===== src/hdl/fcr_pkg.sv =====
// ----------------------------------------------------------------------------
// fcr_pkg: shared types and constants of the framed command receiver
// Op codes, result kinds, error codes and the front-to-back job record.
// ----------------------------------------------------------------------------
package fcr_pkg;

  typedef enum logic [1:0] {
    OP_BYTE  = 2'd0,
    OP_TICK  = 2'd1,
    OP_DIST  = 2'd2,
    OP_NONE  = 2'd3
  } op_e;

  localparam logic [3:0] K_REPLY   = 4'd0;
  localparam logic [3:0] K_TEXT    = 4'd1;
  localparam logic [3:0] K_NOTE    = 4'd2;
  localparam logic [3:0] K_TCOMMIT = 4'd3;
  localparam logic [3:0] K_MCOMMIT = 4'd4;
  localparam logic [3:0] K_POS     = 4'd5;
  localparam logic [3:0] K_CAM     = 4'd6;
  localparam logic [3:0] K_VICTIM  = 4'd7;
  localparam logic [3:0] K_ERROR   = 4'd8;
  localparam logic [3:0] K_DISCARD = 4'd9;

  localparam logic [2:0] E_CHECK   = 3'd0;
  localparam logic [2:0] E_TYPE    = 3'd1;
  localparam logic [2:0] E_LENGTH  = 3'd2;
  localparam logic [2:0] E_PAYLOAD = 3'd3;
  localparam logic [2:0] E_CHKTO   = 3'd4;

  localparam logic [1:0] REG_LONG   = 2'd0;
  localparam logic [1:0] REG_LENGTH = 2'd1;
  localparam logic [1:0] REG_NOTE   = 2'd2;

  localparam logic [15:0] LONG_RESET   = 16'd3000;
  localparam logic [15:0] LENGTH_RESET = 16'd100;
  localparam logic [15:0] NOTE_RESET   = 16'd200;
  localparam logic [7:0]  NOTE_SEED    = 8'h04;

  // Job classes handed from the parser to the result sequencer.
  typedef enum logic [2:0] {
    J_TEXT    = 3'd0,
    J_NOTE    = 3'd1,
    J_ERROR   = 3'd2,
    J_FINISH  = 3'd3
  } job_e;

  typedef struct packed {
    job_e        job;
    logic [2:0]  ftype;
    logic [7:0]  seq;
    logic [7:0]  val;
    logic [23:0] held;
    logic [15:0] range_mm;
    logic [7:0]  count;
    logic [2:0]  code;
  } job_t;

  typedef struct packed {
    logic [3:0]  kind;
    logic [7:0]  reply_value;
    logic [15:0] word_first;
    logic [15:0] word_second;
    logic [7:0]  heading;
    logic [7:0]  red;
    logic [7:0]  green;
    logic [7:0]  blue;
    logic [7:0]  item_count;
    logic [2:0]  error_code;
    logic        last;
  } result_t;

endpackage


===== src/hdl/fcr_front.sv =====
// ----------------------------------------------------------------------------
// fcr_front: frame parser
// Accepts input beats, tracks the frame phase, check and timers, and
// pushes one job per beat that produces results.
// ----------------------------------------------------------------------------
module fcr_front (
  input  logic           clk_i,
  input  logic           rst_ni,
  input  logic           in_valid_i,
  output logic           in_ready_o,
  input  logic [1:0]     op_i,
  input  logic [7:0]     rx_byte_i,
  input  logic [15:0]    distance_in_i,
  input  logic [15:0]    long_timeout_i,
  input  logic [15:0]    length_timeout_i,
  input  logic [15:0]    note_timeout_i,
  output logic           job_valid_o,
  output fcr_pkg::job_t  job_o,
  input  logic           job_ready_i
);
  import fcr_pkg::*;

  typedef enum logic [2:0] {
    PH_IDLE, PH_SEQ, PH_FIXED, PH_LEN, PH_TEXT, PH_NOTES, PH_CHECK
  } phase_e;

  phase_e      phase_q, phase_d;
  logic [2:0]  ftype_q, ftype_d;
  logic [7:0]  seq_q, seq_d, chk_q, chk_d, rem_q, rem_d, len_q, len_d;
  logic [1:0]  pos_q, pos_d;
  logic [23:0] held_q, held_d;
  logic [15:0] ticks_q, ticks_d, dist_q, dist_d;
  logic        push;
  job_t        job;
  logic [15:0] limit;
  logic [2:0]  tcode;
  logic        timed;
  logic        acc;

  assign in_ready_o = job_ready_i;
  assign acc = in_valid_i && in_ready_o;
  assign job_valid_o = acc && push;
  assign job_o = job;

  always_comb begin
    timed = 1'b1;
    limit = long_timeout_i;
    tcode = E_CHKTO;
    case (phase_q)
      PH_FIXED: begin limit = long_timeout_i; tcode = E_CHKTO; end
      PH_LEN: begin
        limit = (ftype_q == 3'd3) ? length_timeout_i : long_timeout_i;
        tcode = E_LENGTH;
      end
      PH_TEXT:  begin limit = long_timeout_i; tcode = E_PAYLOAD; end
      PH_NOTES: begin limit = note_timeout_i; tcode = E_PAYLOAD; end
      PH_CHECK: begin
        limit = (ftype_q == 3'd3) ? note_timeout_i : long_timeout_i;
        tcode = E_CHKTO;
      end
      default: timed = 1'b0;
    endcase
  end

  always_comb begin
    phase_d = phase_q; ftype_d = ftype_q; seq_d = seq_q; chk_d = chk_q;
    rem_d = rem_q; len_d = len_q; pos_d = pos_q; held_d = held_q;
    ticks_d = ticks_q; dist_d = dist_q;
    push = 1'b0;
    job = '0;
    job.ftype = ftype_q;
    job.seq = seq_q;
    job.held = held_q;
    job.range_mm = dist_q;
    job.count = len_q;
    if (op_i == OP_BYTE) begin
      unique case (phase_q)
        PH_SEQ: begin
          seq_d = rx_byte_i; chk_d = chk_q ^ rx_byte_i;
          ticks_d = '0; pos_d = '0; held_d = '0;
          if (ftype_q == 3'd0) phase_d = PH_CHECK;
          else if (ftype_q == 3'd1 || ftype_q == 3'd4 || ftype_q == 3'd5)
            phase_d = PH_FIXED;
          else if (ftype_q == 3'd2 || ftype_q == 3'd3) phase_d = PH_LEN;
          else begin
            push = 1'b1; job.job = J_ERROR; job.code = E_TYPE;
            phase_d = PH_IDLE;
          end
        end
        PH_LEN: begin
          len_d = rx_byte_i; rem_d = rx_byte_i;
          chk_d = (ftype_q == 3'd3) ? (NOTE_SEED ^ seq_q ^ rx_byte_i)
                                    : (chk_q ^ rx_byte_i);
          ticks_d = '0;
          if (rx_byte_i == 8'd0) phase_d = PH_CHECK;
          else phase_d = (ftype_q == 3'd2) ? PH_TEXT : PH_NOTES;
        end
        PH_TEXT: begin
          chk_d = chk_q ^ rx_byte_i;
          push = 1'b1; job.job = J_TEXT; job.val = rx_byte_i;
          rem_d = rem_q - 8'd1; ticks_d = '0;
          if (rem_q == 8'd1) phase_d = PH_CHECK;
        end
        PH_NOTES: begin
          chk_d = chk_q ^ rx_byte_i;
          if (pos_q != 2'd3) begin
            held_d = {held_q[15:0], rx_byte_i};
            pos_d = pos_q + 2'd1;
          end else begin
            push = 1'b1; job.job = J_NOTE; job.val = rx_byte_i;
            pos_d = '0; held_d = '0; rem_d = rem_q - 8'd1; ticks_d = '0;
            if (rem_q == 8'd1) phase_d = PH_CHECK;
          end
        end
        PH_FIXED: begin
          chk_d = chk_q ^ rx_byte_i;
          held_d = {held_q[15:0], rx_byte_i};
          if (pos_q == 2'd2) begin
            pos_d = '0; phase_d = PH_CHECK;
          end else begin
            pos_d = pos_q + 2'd1;
          end
        end
        PH_CHECK: begin
          push = 1'b1;
          if (rx_byte_i != chk_q) begin
            job.job = J_ERROR; job.code = E_CHECK;
          end else begin
            job.job = J_FINISH;
          end
          phase_d = PH_IDLE; ticks_d = '0; pos_d = '0; held_d = '0;
        end
        default: begin
          ftype_d = (rx_byte_i > 8'd5) ? 3'd7 : rx_byte_i[2:0];
          chk_d = rx_byte_i; ticks_d = '0; phase_d = PH_SEQ;
        end
      endcase
    end else if (op_i == OP_TICK && timed) begin
      if (ticks_q >= limit) begin
        push = 1'b1; job.job = J_ERROR; job.code = tcode;
        phase_d = PH_IDLE; ticks_d = '0; pos_d = '0; held_d = '0;
      end else begin
        ticks_d = ticks_q + 16'd1;
      end
    end else if (op_i == OP_DIST) begin
      dist_d = distance_in_i;
    end
  end

  always_ff @(posedge clk_i or negedge rst_ni) begin
    if (!rst_ni) begin
      phase_q <= PH_IDLE; ftype_q <= '0; seq_q <= '0; chk_q <= '0;
      rem_q <= '0; len_q <= '0; pos_q <= '0; held_q <= '0;
      ticks_q <= '0; dist_q <= '0;
    end else if (acc) begin
      phase_q <= phase_d; ftype_q <= ftype_d; seq_q <= seq_d; chk_q <= chk_d;
      rem_q <= rem_d; len_q <= len_d; pos_q <= pos_d; held_q <= held_d;
      ticks_q <= ticks_d; dist_q <= dist_d;
    end
  end

`ifndef SYNTHESIS
  a_fixed_pos: assert property (@(posedge clk_i) disable iff (!rst_ni)
    phase_q == PH_FIXED |-> pos_q != 2'd3) else $error("fixed byte count overrun");
  a_idle_clear: assert property (@(posedge clk_i) disable iff (!rst_ni)
    phase_q == PH_IDLE |-> ticks_q == 16'd0 && pos_q == 2'd0)
    else $error("idle with stale timer");
  a_push_ready: assert property (@(posedge clk_i) disable iff (!rst_ni)
    job_valid_o |-> job_ready_i) else $error("job pushed into full queue");
`endif
endmodule


===== src/hdl/fcr_queue.sv =====
// ----------------------------------------------------------------------------
// fcr_queue: job queue
// Small first-in first-out buffer between parser and sequencer.
// ----------------------------------------------------------------------------
module fcr_queue #(
  parameter int Depth = 2
) (
  input  logic           clk_i,
  input  logic           rst_ni,
  input  logic           push_i,
  input  fcr_pkg::job_t  data_i,
  output logic           ready_o,
  output logic           valid_o,
  output fcr_pkg::job_t  data_o,
  input  logic           pop_i
);
  import fcr_pkg::*;

  localparam int AW = (Depth > 1) ? $clog2(Depth) : 1;

  job_t              mem_q [Depth];
  logic [AW-1:0]     wr_q, rd_q;
  logic [AW:0]       cnt_q;
  logic              do_push, do_pop;

  assign ready_o = cnt_q != Depth[AW:0];
  assign valid_o = cnt_q != '0;
  assign data_o  = mem_q[rd_q];
  assign do_push = push_i && ready_o;
  assign do_pop  = pop_i && valid_o;

  always_ff @(posedge clk_i) begin
    if (do_push) mem_q[wr_q] <= data_i;
  end

  always_ff @(posedge clk_i or negedge rst_ni) begin
    if (!rst_ni) begin
      wr_q <= '0; rd_q <= '0; cnt_q <= '0;
    end else begin
      if (do_push) wr_q <= (wr_q == AW'(Depth - 1)) ? '0 : wr_q + 1'b1;
      if (do_pop)  rd_q <= (rd_q == AW'(Depth - 1)) ? '0 : rd_q + 1'b1;
      cnt_q <= cnt_q + {{AW{1'b0}}, do_push} - {{AW{1'b0}}, do_pop};
    end
  end

`ifndef SYNTHESIS
  a_cnt_max: assert property (@(posedge clk_i) disable iff (!rst_ni)
    cnt_q <= Depth[AW:0]) else $error("queue count overflow");
  a_no_over: assert property (@(posedge clk_i) disable iff (!rst_ni)
    push_i |-> ready_o) else $error("push while full");
  a_cnt_step: assert property (@(posedge clk_i) disable iff (!rst_ni)
    do_push && !do_pop |=> cnt_q == $past(cnt_q) + 1'b1) else $error("count slip");
`endif
endmodule


===== src/hdl/fcr_back.sv =====
// ----------------------------------------------------------------------------
// fcr_back: result sequencer
// Expands one job into its run of result beats, one beat per cycle
// while the output is not stalled, through an output register.
// ----------------------------------------------------------------------------
module fcr_back (
  input  logic             clk_i,
  input  logic             rst_ni,
  input  logic             job_valid_i,
  input  fcr_pkg::job_t    job_i,
  output logic             job_pop_o,
  output logic             out_valid_o,
  input  logic             out_ready_i,
  output fcr_pkg::result_t res_o
);
  import fcr_pkg::*;

  logic [2:0] idx_q, idx_d;
  logic [2:0] total;
  result_t    res_q, beat;
  logic       vld_q;
  logic       load;
  logic [7:0] ft8, hi, lo;

  assign ft8 = {5'd0, job_i.ftype};
  assign hi = job_i.range_mm[15:8];
  assign lo = job_i.range_mm[7:0];

  always_comb begin
    beat = '0;
    total = 3'd1;
    case (job_i.job)
      J_TEXT: begin beat.kind = K_TEXT; beat.reply_value = job_i.val; end
      J_NOTE: begin
        beat.kind = K_NOTE;
        beat.word_first = job_i.held[23:8];
        beat.word_second = {job_i.held[7:0], job_i.val};
      end
      J_ERROR: begin
        if (job_i.ftype == 3'd2 || job_i.ftype == 3'd3) total = 3'd2;
        if (idx_q == 3'd0) begin
          beat.kind = K_ERROR; beat.error_code = job_i.code;
        end else begin
          beat.kind = K_DISCARD;
        end
      end
      default: begin
        if (job_i.ftype == 3'd0) begin
          total = 3'd5;
          beat.kind = K_REPLY;
          case (idx_q)
            3'd0: beat.reply_value = ft8;
            3'd1: beat.reply_value = job_i.seq;
            3'd2: beat.reply_value = hi;
            3'd3: beat.reply_value = lo;
            default: beat.reply_value = ft8 ^ job_i.seq ^ hi ^ lo;
          endcase
        end else begin
          total = 3'd4;
          if (idx_q == 3'd0) begin
            case (job_i.ftype)
              3'd1: begin
                beat.kind = K_POS;
                beat.word_first = {8'd0, job_i.held[23:16]};
                beat.word_second = {8'd0, job_i.held[15:8]};
                beat.heading = job_i.held[7:0];
              end
              3'd2: begin beat.kind = K_TCOMMIT; beat.item_count = job_i.count; end
              3'd3: begin beat.kind = K_MCOMMIT; beat.item_count = job_i.count; end
              default: begin
                beat.kind = (job_i.ftype == 3'd4) ? K_CAM : K_VICTIM;
                beat.red = job_i.held[23:16];
                beat.green = job_i.held[15:8];
                beat.blue = job_i.held[7:0];
              end
            endcase
          end else begin
            beat.kind = K_REPLY;
            case (idx_q)
              3'd1: beat.reply_value = ft8;
              3'd2: beat.reply_value = job_i.seq;
              default: beat.reply_value = ft8 ^ job_i.seq;
            endcase
          end
        end
      end
    endcase
    beat.last = (idx_q == total - 3'd1);
  end

  assign load = job_valid_i && (!vld_q || out_ready_i);
  assign job_pop_o = load && beat.last;
  assign idx_d = beat.last ? 3'd0 : idx_q + 3'd1;
  assign out_valid_o = vld_q;
  assign res_o = res_q;

  always_ff @(posedge clk_i) begin
    if (load) res_q <= beat;
  end

  always_ff @(posedge clk_i or negedge rst_ni) begin
    if (!rst_ni) begin
      vld_q <= 1'b0; idx_q <= '0;
    end else begin
      if (load) begin
        vld_q <= 1'b1; idx_q <= idx_d;
      end else if (out_ready_i) begin
        vld_q <= 1'b0;
      end
    end
  end

`ifndef SYNTHESIS
  a_idx_max: assert property (@(posedge clk_i) disable iff (!rst_ni)
    idx_q <= 3'd4) else $error("beat index overrun");
  a_pop_last: assert property (@(posedge clk_i) disable iff (!rst_ni)
    job_pop_o |=> out_valid_o && res_o.last) else $error("pop without last beat");
  a_hold: assert property (@(posedge clk_i) disable iff (!rst_ni)
    out_valid_o && !out_ready_i |=> $stable(res_o)) else $error("result changed");
`endif
endmodule


===== src/hdl/framed_command_receiver.sv =====
// ----------------------------------------------------------------------------
// framed_command_receiver: serial command frame parser
// Parses type, sequence, payload and check frames into results.
// ----------------------------------------------------------------------------
// The first result beat passes through the job queue and the output register.
// Throughput: one input beat per cycle while the job queue has room; the
// sequencer drains up to five result beats per input, one per ready cycle.
// Reset clears parser state, the queue and the output valid; timeouts
// return to 3000, 100 and 200 ticks.
module framed_command_receiver #(
  parameter int QueueDepth = 2
) (
  input  logic        clk_i,
  input  logic        rst_ni,
  input  logic        in_valid_i,
  output logic        in_ready_o,
  input  logic [1:0]  op_i,
  input  logic [7:0]  rx_byte_i,
  input  logic [15:0] distance_in_i,
  input  logic        cfg_we_i,
  input  logic [1:0]  cfg_index_i,
  input  logic [15:0] cfg_data_i,
  output logic        out_valid_o,
  input  logic        out_ready_i,
  output logic [3:0]  kind_o,
  output logic [7:0]  reply_value_o,
  output logic [15:0] word_first_o,
  output logic [15:0] word_second_o,
  output logic [7:0]  heading_o,
  output logic [7:0]  red_o,
  output logic [7:0]  green_o,
  output logic [7:0]  blue_o,
  output logic [7:0]  item_count_o,
  output logic [2:0]  error_code_o,
  output logic        last_o
);
  import fcr_pkg::*;

  logic [15:0] long_q, length_q, note_q;
  job_t        fjob, qjob;
  logic        fvalid, qready, qvalid, qpop;
  result_t     res;

  always_ff @(posedge clk_i or negedge rst_ni) begin
    if (!rst_ni) begin
      long_q <= LONG_RESET; length_q <= LENGTH_RESET; note_q <= NOTE_RESET;
    end else if (cfg_we_i) begin
      case (cfg_index_i)
        REG_LONG:   long_q <= cfg_data_i;
        REG_LENGTH: length_q <= cfg_data_i;
        REG_NOTE:   note_q <= cfg_data_i;
        default: ;
      endcase
    end
  end

  fcr_front u_front (
    .clk_i, .rst_ni, .in_valid_i, .in_ready_o, .op_i, .rx_byte_i, .distance_in_i,
    .long_timeout_i(long_q), .length_timeout_i(length_q), .note_timeout_i(note_q),
    .job_valid_o(fvalid), .job_o(fjob), .job_ready_i(qready)
  );

  fcr_queue #(.Depth(QueueDepth)) u_queue (
    .clk_i, .rst_ni, .push_i(fvalid), .data_i(fjob), .ready_o(qready),
    .valid_o(qvalid), .data_o(qjob), .pop_i(qpop)
  );

  fcr_back u_back (
    .clk_i, .rst_ni, .job_valid_i(qvalid), .job_i(qjob), .job_pop_o(qpop),
    .out_valid_o, .out_ready_i, .res_o(res)
  );

  assign kind_o = res.kind;
  assign reply_value_o = res.reply_value;
  assign word_first_o = res.word_first;
  assign word_second_o = res.word_second;
  assign heading_o = res.heading;
  assign red_o = res.red;
  assign green_o = res.green;
  assign blue_o = res.blue;
  assign item_count_o = res.item_count;
  assign error_code_o = res.error_code;
  assign last_o = res.last;
endmodule

===== config.mk =====
export PLATFORM = sky130hd
export DESIGN_NAME = framed_command_receiver
export DESIGN_NICKNAME = d
export VERILOG_FILES = /design/src/hdl/fcr_pkg.sv /design/src/hdl/fcr_front.sv /design/src/hdl/fcr_queue.sv /design/src/hdl/fcr_back.sv /design/src/hdl/framed_command_receiver.sv
export SDC_FILE = /design/constraint.sdc
export NUM_CORES = 1
export LEC_CHECK = 0
export BUFFER_PORTS_ARGS = -buffer_cell sky130_fd_sc_hd__buf_2
export CAP_MARGIN = 20
export CORE_MARGIN = 4
export CORE_UTILIZATION = 55
export DETAILED_ROUTE_END_ITERATION = 8
export PLACE_DENSITY_LB_ADDON = 0.05
export SLEW_MARGIN = 20
export SYNTH_ARGS = -nofsm -noshare
export SYNTH_HDL_FRONTEND = slang
export SYNTH_SLANG_ARGS = --single-unit

===== constraint.sdc =====
create_clock -name clk_i -period 12.69 [get_ports clk_i]
set_input_delay 3.1725 -clock clk_i [delete_from_list [all_inputs] [get_ports clk_i]]
set_output_delay 3.1725 -clock clk_i [all_outputs]
set_load 0.01 [all_outputs]

### Word-level counts from Yosys, hierarchy flattened

Memory sizes are Yosys's and may differ from the RTL's.
Index checks and enable logic that the tools add are counted.

| word-level totals | value |
|---|---|
| register bits | 240 |
| memory bits (writable) | 146 |
| word-level logic and storage cells | 232 |
| memories | 1 |

Memory list:

| name | depth | bits a word | read ports | clocked after memory_dff | write ports | line | source |
|---|---|---|---|---|---|---|---|
| u_queue.mem_q | 2 | 73 | 1 | 0 | 1 | fcr_queue.sv:21 | `job_t mem_q [Depth];` |

| operators by class | value |
|---|---|
| $lt $le $gt $ge | 2 |
| bitwise gates (word level) | 13 |
| reduce and logical (&&, ||, !) cells | 52 |
| $add $sub $neg | 9 |
| mux-type cells | 91 |
| equality and inequality tests | 35 |

Operators by type and width:

| kind | number |
|---|---|
| 24-bit 2-to-1 mux | 5 |
| 16-bit 2-to-1 mux | 6 |
| 72-bit 2-to-1 mux | 1 |
| 24-bit one-hot mux with 3 select lines | 1 |
| 64-bit 2-to-1 mux | 1 |
| 32-bit one-hot mux with 2 select lines | 1 |
| 3-bit 2-to-1 mux | 21 |
| 8-bit 2-to-1 mux | 6 |
| 16-bit one-hot mux with 3 select lines | 1 |
| 8-bit one-hot mux with 2 select lines | 3 |
| 8-bit one-hot mux with 3 select lines | 2 |
| 32-bit 2-to-1 mux | 1 |
| 16-bit one-hot mux with 2 select lines | 1 |
| 8-bit one-hot mux with 4 select lines | 1 |
| 8-bit XOR | 4 |
| 3-bit by 2-bit equality test with 1-bit output, second input constant | 9 |
| 4-bit one-hot mux with 3 select lines | 2 |
| 1-bit 2-to-1 mux | 21 |
| 3-bit equality test, second input constant | 6 |
| 2-bit 2-to-1 mux | 9 |
| 3-bit one-hot mux with 6 select lines | 1 |
| 6-bit OR reduction | 3 |
| 16-bit by 1-bit adder with 16-bit output, second input constant | 1 |
| 16-bit >= comparator | 1 |
| other kinds (42) | 94 |

### Depth between registers and ports, before layout

| logic depth | value |
|---|---|
| depth in word-level cells | 11 |
| gate-level depth with buffers | 21 |

### Modules after synthesis

A second synthesis with hierarchy kept.

| second synthesis, totals | value |
|---|---|
| cell total of the unflattened synthesis | 1286 |
| area total of the unflattened synthesis | 17385.4 um2 |

By module, submodules not included:

| module | instances | area each (um2) | cells an instance |
|---|---|---|---|
| fcr_front | 1 | 5734.2 | 607 |
| fcr_queue | 1 | 5509.0 | 249 |
| fcr_back | 1 | 4310.4 | 328 |
| framed_command_receiver | 1 | 1831.8 | 102 |

### Worst setup path after synthesis

OpenSTA, ideal clock, no wires.

| path | value |
|---|---|
| path type | input-to-reg |
| start point | input op_i[1] |
| end point | memory u_queue.mem_q[0][0] (netlist name), enable pin |
| setup slack | 3.169 ns |
| stages | 6 |
| path buffers | 1 |
| setup time | 0.591 ns |
| arrival time | 8.930 ns |
| required time | 12.099 ns |
| cells stage by stage | or2_1 > buf_2 > nor3_1 > a31oi_1 > o2111a_1 > nor3_1 |

| on the way | value |
|---|---|
| cells in the longest elaborated chain, start to end | 8 |
| elaborated cells on any way between the ends | 9 |
| classes of those cells | eq/ne: 1; mux: 4; reduce/logical: 4 |

RTL lines:

| item | line | source |
|---|---|---|
| start: declaration | framed_command_receiver.sv:17 | `input logic [1:0] op_i,` |
| 2-bit by 1-bit equality test with 1-bit output | fcr_front.sv:138 | `end else if (op_i == OP_TICK && timed) begin` |
| 1-bit logical AND | fcr_front.sv:138 |  |
| 1-bit 2-to-1 mux | fcr_front.sv:138 |  |
| 1-bit 2-to-1 mux (*) | fcr_front.sv:76 | `if (op_i == OP_BYTE) begin` |
| 1-bit logical AND (*) | fcr_front.sv:42 | `assign job_valid_o = acc && push;` |
| 1-bit logical AND (*) | fcr_queue.sv:29 | `assign do_push = push_i && ready_o;` |
| 1-bit 2-to-1 mux (*) | fcr_queue.sv:33 | `if (do_push) mem_q[wr_q] <= data_i;` |
| 1-bit 2-to-1 mux (not written as such) (*) | fcr_queue.sv:33 |  |
| end: declaration | fcr_queue.sv:21 |  |

Every way passes the cells marked *; elsewhere a longest branch is shown, timed or not.

### Final worst setup path

| path | value |
|---|---|
| start point | register u_front.phase_q[2] |
| end point | memory u_queue.mem_q[0][5] (netlist name), enable pin |

| on the way | value |
|---|---|
| cells in the longest elaborated chain, start to end | 10 |
| elaborated cells on any way between the ends | 20 |
| classes of those cells | order compare: 1; eq/ne: 6; mux: 8; reduce/logical: 5 |

RTL lines:

| item | line | source |
|---|---|---|
| start: declaration | fcr_front.sv:27 | `phase_e phase_q, phase_d;` |
| start signal: assignment | fcr_front.sv:156 | `phase_q <= phase_d; ftype_q <= ftype_d; seq_q <= seq_d; chk_q <= chk_d;` |
| 3-bit equality test or 3-bit by 2-bit equality test with 1-bit output (tied branches) | fcr_front.sv:49, fcr_front.sv:77 |  |
| 16-bit one-hot mux with 3 select lines or 5-bit OR reduction (tied branches) | -- |  |
| 16-bit >= comparator or 1-bit 2-to-1 mux (tied branches) | fcr_front.sv:139, fcr_front.sv:49 |  |
| 1-bit 2-to-1 mux or 1-bit logical AND (tied branches) | fcr_front.sv:139, fcr_front.sv:138 |  |
| 1-bit 2-to-1 mux | fcr_front.sv:138 |  |
| 1-bit 2-to-1 mux (*) | fcr_front.sv:76 |  |
| 1-bit logical AND (*) | fcr_front.sv:42 |  |
| 1-bit logical AND (*) | fcr_queue.sv:29 |  |
| 1-bit 2-to-1 mux (*) | fcr_queue.sv:33 |  |
| 1-bit 2-to-1 mux (not written as such) (*) | fcr_queue.sv:33 |  |

Marks and branches as above.

==> results.toml <==
[outcome]
status = "finished, final reports clean"

[clock_network]
post_cts_resized = 0
clock_sinks = 384
root_buffer = "clkbuf_16"
postCtsSetupRepairBufs = 0
clkTransAtPathRegs_ns = 0.06
cts_buffer_depth = 3
cts_hold_buf = 0
ctsHtreeMaxLevel = 2
numCtsBuffers = 40
insertion_delay_ns = 0.53
cts_tree = "done"

[synth]
synth_top_flop_cell = "edfxtp_1"
yosys-top-cells-area = "edfxtp_1 40%, dfrtp_1 20%, mux2_2 6.1%, mux2i_1 4.6%, ha_1 2.5%"
syn_area_per_cell_um2 = 13.1
syn_nets = 1409
yosys_warnings = 0
synth.ff_latch_count = 384
syn-cell-area_mm2 = 0.0174
synthDistinctLibCells = 73
synth_top_area_cell = "edfxtp_1"
synth_top_area_share_pct = 40.1
async_reset_ff_share_pct = 39.6
synth_cells = 1325
synth_edf_count = 232
ys_seq_area_share_pct = 62.0

[run]
max-cap-violations = 0

[placement]
postPlaceCellArea_mm2 = 0.0184
dp_hpwl_um = 25500
gp_congestion = 0.879
io_buffers = 138

[global_route]
grt-ovfl-total = 0
grt_usage_pct = 21.9
grt_pass1_wl_um = 60100
grt_max_degree = 79
grt_pass1_vias = 10934
antenna_found_initial = 0

[pwr]
seqPwrFrac_pct = 43.1
p_sw_uw = 1460
intPower_uw = 2850
total_leakage_power_uw = 0.00793
swShare_pct = 33.9
p_clk_share_pct = 26.1
vdd_ir_drop_max_uv = 138
pwr-share-comb_pct = 30.8
power.density_mw_per_mm2 = 219

[die]
die_h_um = 186
ios = 139
dieArea_mm2 = 0.0345
core_mm2 = 0.0309
start_util_pct = 56.3
die_w_um = 186
rows = 64

[routing]
num_vias = 11001
drt-total-wl_um = 38000
dr.pass1.iters = 5
drtAntennaViolNets = 0
routedWlPerCell_um = 20.2
drcViolationCount = 0
drt-initial-drc-count = 804
viasPerCell = 5.85

[timing]
finalClockSkew_ns = 0.0165
max_slew_margin_pct = 30.3
tightest_slew_ns = 1.02
slew_viol_final = 0
final_hold_viol_count = 0
fin_crit_sh_pct = 41.2
rsz0062_at_grt = "no"
fmax_mhz = 191
setup_viol = 0
setup_tns_ns = 0
period_needed_ns = 5.23

[layout]
stdcell_area_mm2 = 0.0197
antenna_cells = 0
fillers = 2385
drive_above_1_share_pct = 23.1
fin_nets = 1538
synthToLayoutAreaGrowth_pct = 13.1

[critical_path]
crit_family = "compound AO/OA/AOI/OAI gates"
cp-end-kind = "register"
critPathBufInv = 1
crit_path_top_delay_cell = "dfrtp_1"
crit_path_cell_trace = "nand2b_1 > o21ai_0 > a22o_1 > a21oi_1 > o21ai_0 > ha_1 > o211ai_1 > o21ai_0 > nand3_1 > o2111a_1 > nor3_2 > buf_4"
worstPathRequired_ns = 12.84
worstSetupStartpointType = "register"
critical_path_class = "register to register"
slowest_delay_ns = 0.91
critPathArrivalTime_ns = 5.38
worst_path_most_repeated_cell = "o21ai_0"
path_max_fanout = 72

[hold_path]
hold_class = "register to register"
-- metrics by stage --
step / setup WS [ns] / util, % / total power [µW] / hold slack (ns) / instances
floorplan: 3.17 / - / 2810 / 0.437 / 1325
global placement: 7.03 / 59.5 / 3170 / 0.442 / 1808
detailed placement: 7.00 / 59.5 / 3210 / 0.449 / 1808
CTS: 7.52 / 63.6 / 4340 / 0.462 / 1882
global route: 7.15 / 63.6 / 4570 / 0.480 / 1882
finish: 7.46 / 63.6 / 4310 / 0.463 / 1882
-- final cells by class --
cell class	count	area (µm²)	area share, %
flip-flops and latches	384	10800	54.9
multi-input cells	852	6210	31.6
clock buffers	56	1140	5.81
repair buffers	150	787	4.00
well taps	396	495	2.52
clock inverters	18	145	0.738
inverters	26	97.6	0.496
-- cell families after synthesis --
group	after synthesis	share of synthesized area, %
buf+inv	89	2.43
flops	384	62.0
xor+xnor	54	2.72
mux	176	11.0
simple gates	317	8.75
fa+ha+maj	35	2.52
compound gates	270	10.6
-- layout by cell type (no fill, tap or decap), types with 9 or more instances in the layout --
cell type  count
nand2b_1      14
mux2i_1       80
xnor2_1       30
xor2_1        24
dfrtp_1      138
buf_4         12
clkinv_1       9
inv_1         25
nand4_1       14
edfxtp_1     232
o22ai_1       24
nor3_1        16
clkbuf_16     42
a22o_1        28
a21oi_1       47
buf_2        137
dfstp_2       13
o221ai_1      10
o21ai_0       81
nor2b_1       11
and2_1        12
ha_1          35
nand2_1       81
nor2_1       110
clkbuf_1      10
nand3_1       20
mux2_2        94
a222oi_1       9
o211ai_1      10
a22oi_1        9
-- worst paths after layout --
path / from / end / slack, ns / depth (start not counted)
max: u_front.phase_q[2]$_DFFE_PN0P_ / u_queue.mem_q[0][5]$_DFFE_PP_ / 7.46 / 12
min: u_front.len_q[6]$_DFFE_PN0P_ / u_queue.mem_q[0][9]$_DFFE_PP_ / 0.46 / 0
max reg2reg: u_front.phase_q[2]$_DFFE_PN0P_ / u_queue.mem_q[0][5]$_DFFE_PP_ / 7.46 / 12
min reg2reg: u_front.len_q[6]$_DFFE_PN0P_ / u_queue.mem_q[0][9]$_DFFE_PP_ / 0.46 / 0
max in group asynchronous: rst_ni / u_queue.rd_q$_DFFE_PN0P_ / 8.51 / 2
min in group asynchronous: rst_ni / u_front.dist_q[2]$_DFFE_PN0P_ / 2.66 / 1
-- state kept, by name, indices dropped and copies added (netlist names), 2 cells and up --
name and count:
u_queue.mem_q 144, u_back.res_o 88, u_front.held_q 24, length_q 16, long_q 16, note_q 16
u_front.dist_q 16, u_front.ticks_q 16, u_front.chk_q 8, u_front.len_q 8, u_front.rem_q 8, u_front.seq_q 8
u_back.idx_q 3, u_front.ftype_q 3, u_front.phase_q 3, u_front.pos_q 2, u_queue.cnt_q 2
-- cell usage after synthesis, types with 3 or more instances --
master,number
edfxtp_1,232
dfrtp_1,139
nor2_1,110
mux2_2,94
nand2_1,81
o21ai_0,81
mux2i_1,80
a21oi_1,48
ha_1,35
clkbuf_1,31
xnor2_1,30
a22o_1,28
inv_1,25
o22ai_1,24
xor2_1,24
nand3_1,20
nor3_1,18
buf_2,17
nand2b_1,15
nand4_1,14
dfstp_2,13
and2_1,12
nor2b_1,11
o211ai_1,10
o221ai_1,10
a222oi_1,9
a22oi_1,9
a21bo_2,8
buf_6,7
and3_1,6
a211oi_1,5
a31oi_1,5
a21o_1,4
buf_1,4
buf_4,4
nand3b_1,4
nor3b_1,4
or3_1,4
a32oi_1,3
and4_1,3
nor4_1,3
o32ai_1,3
-- power groups by stage --
stage	registers (µW)	logic, µW	clock network (µW)
2_1_floorplan	1880	928	0
3_3_place_gp	1870	1300	0
3_5_place_dp	1880	1330	0
4_1_cts	1860	1330	1150
5_1_grt	1890	1470	1210
6_report	1860	1330	1130
-- metal layers --
| metal | wire length, µm | GRT usage [%] | vias up |
|---|---|---|---|
| met5 | 0 | 0 | - |
| met4 | 962 | 6.65 | 0 |
| met3 | 2120 | 3.69 | 64 |
| met2 | 18100 | 35.5 | 317 |
| met1 | 16800 | 30.9 | 5416 |
| li1 | - | - | 5204 |
Power figures use the tool's default switching activity.
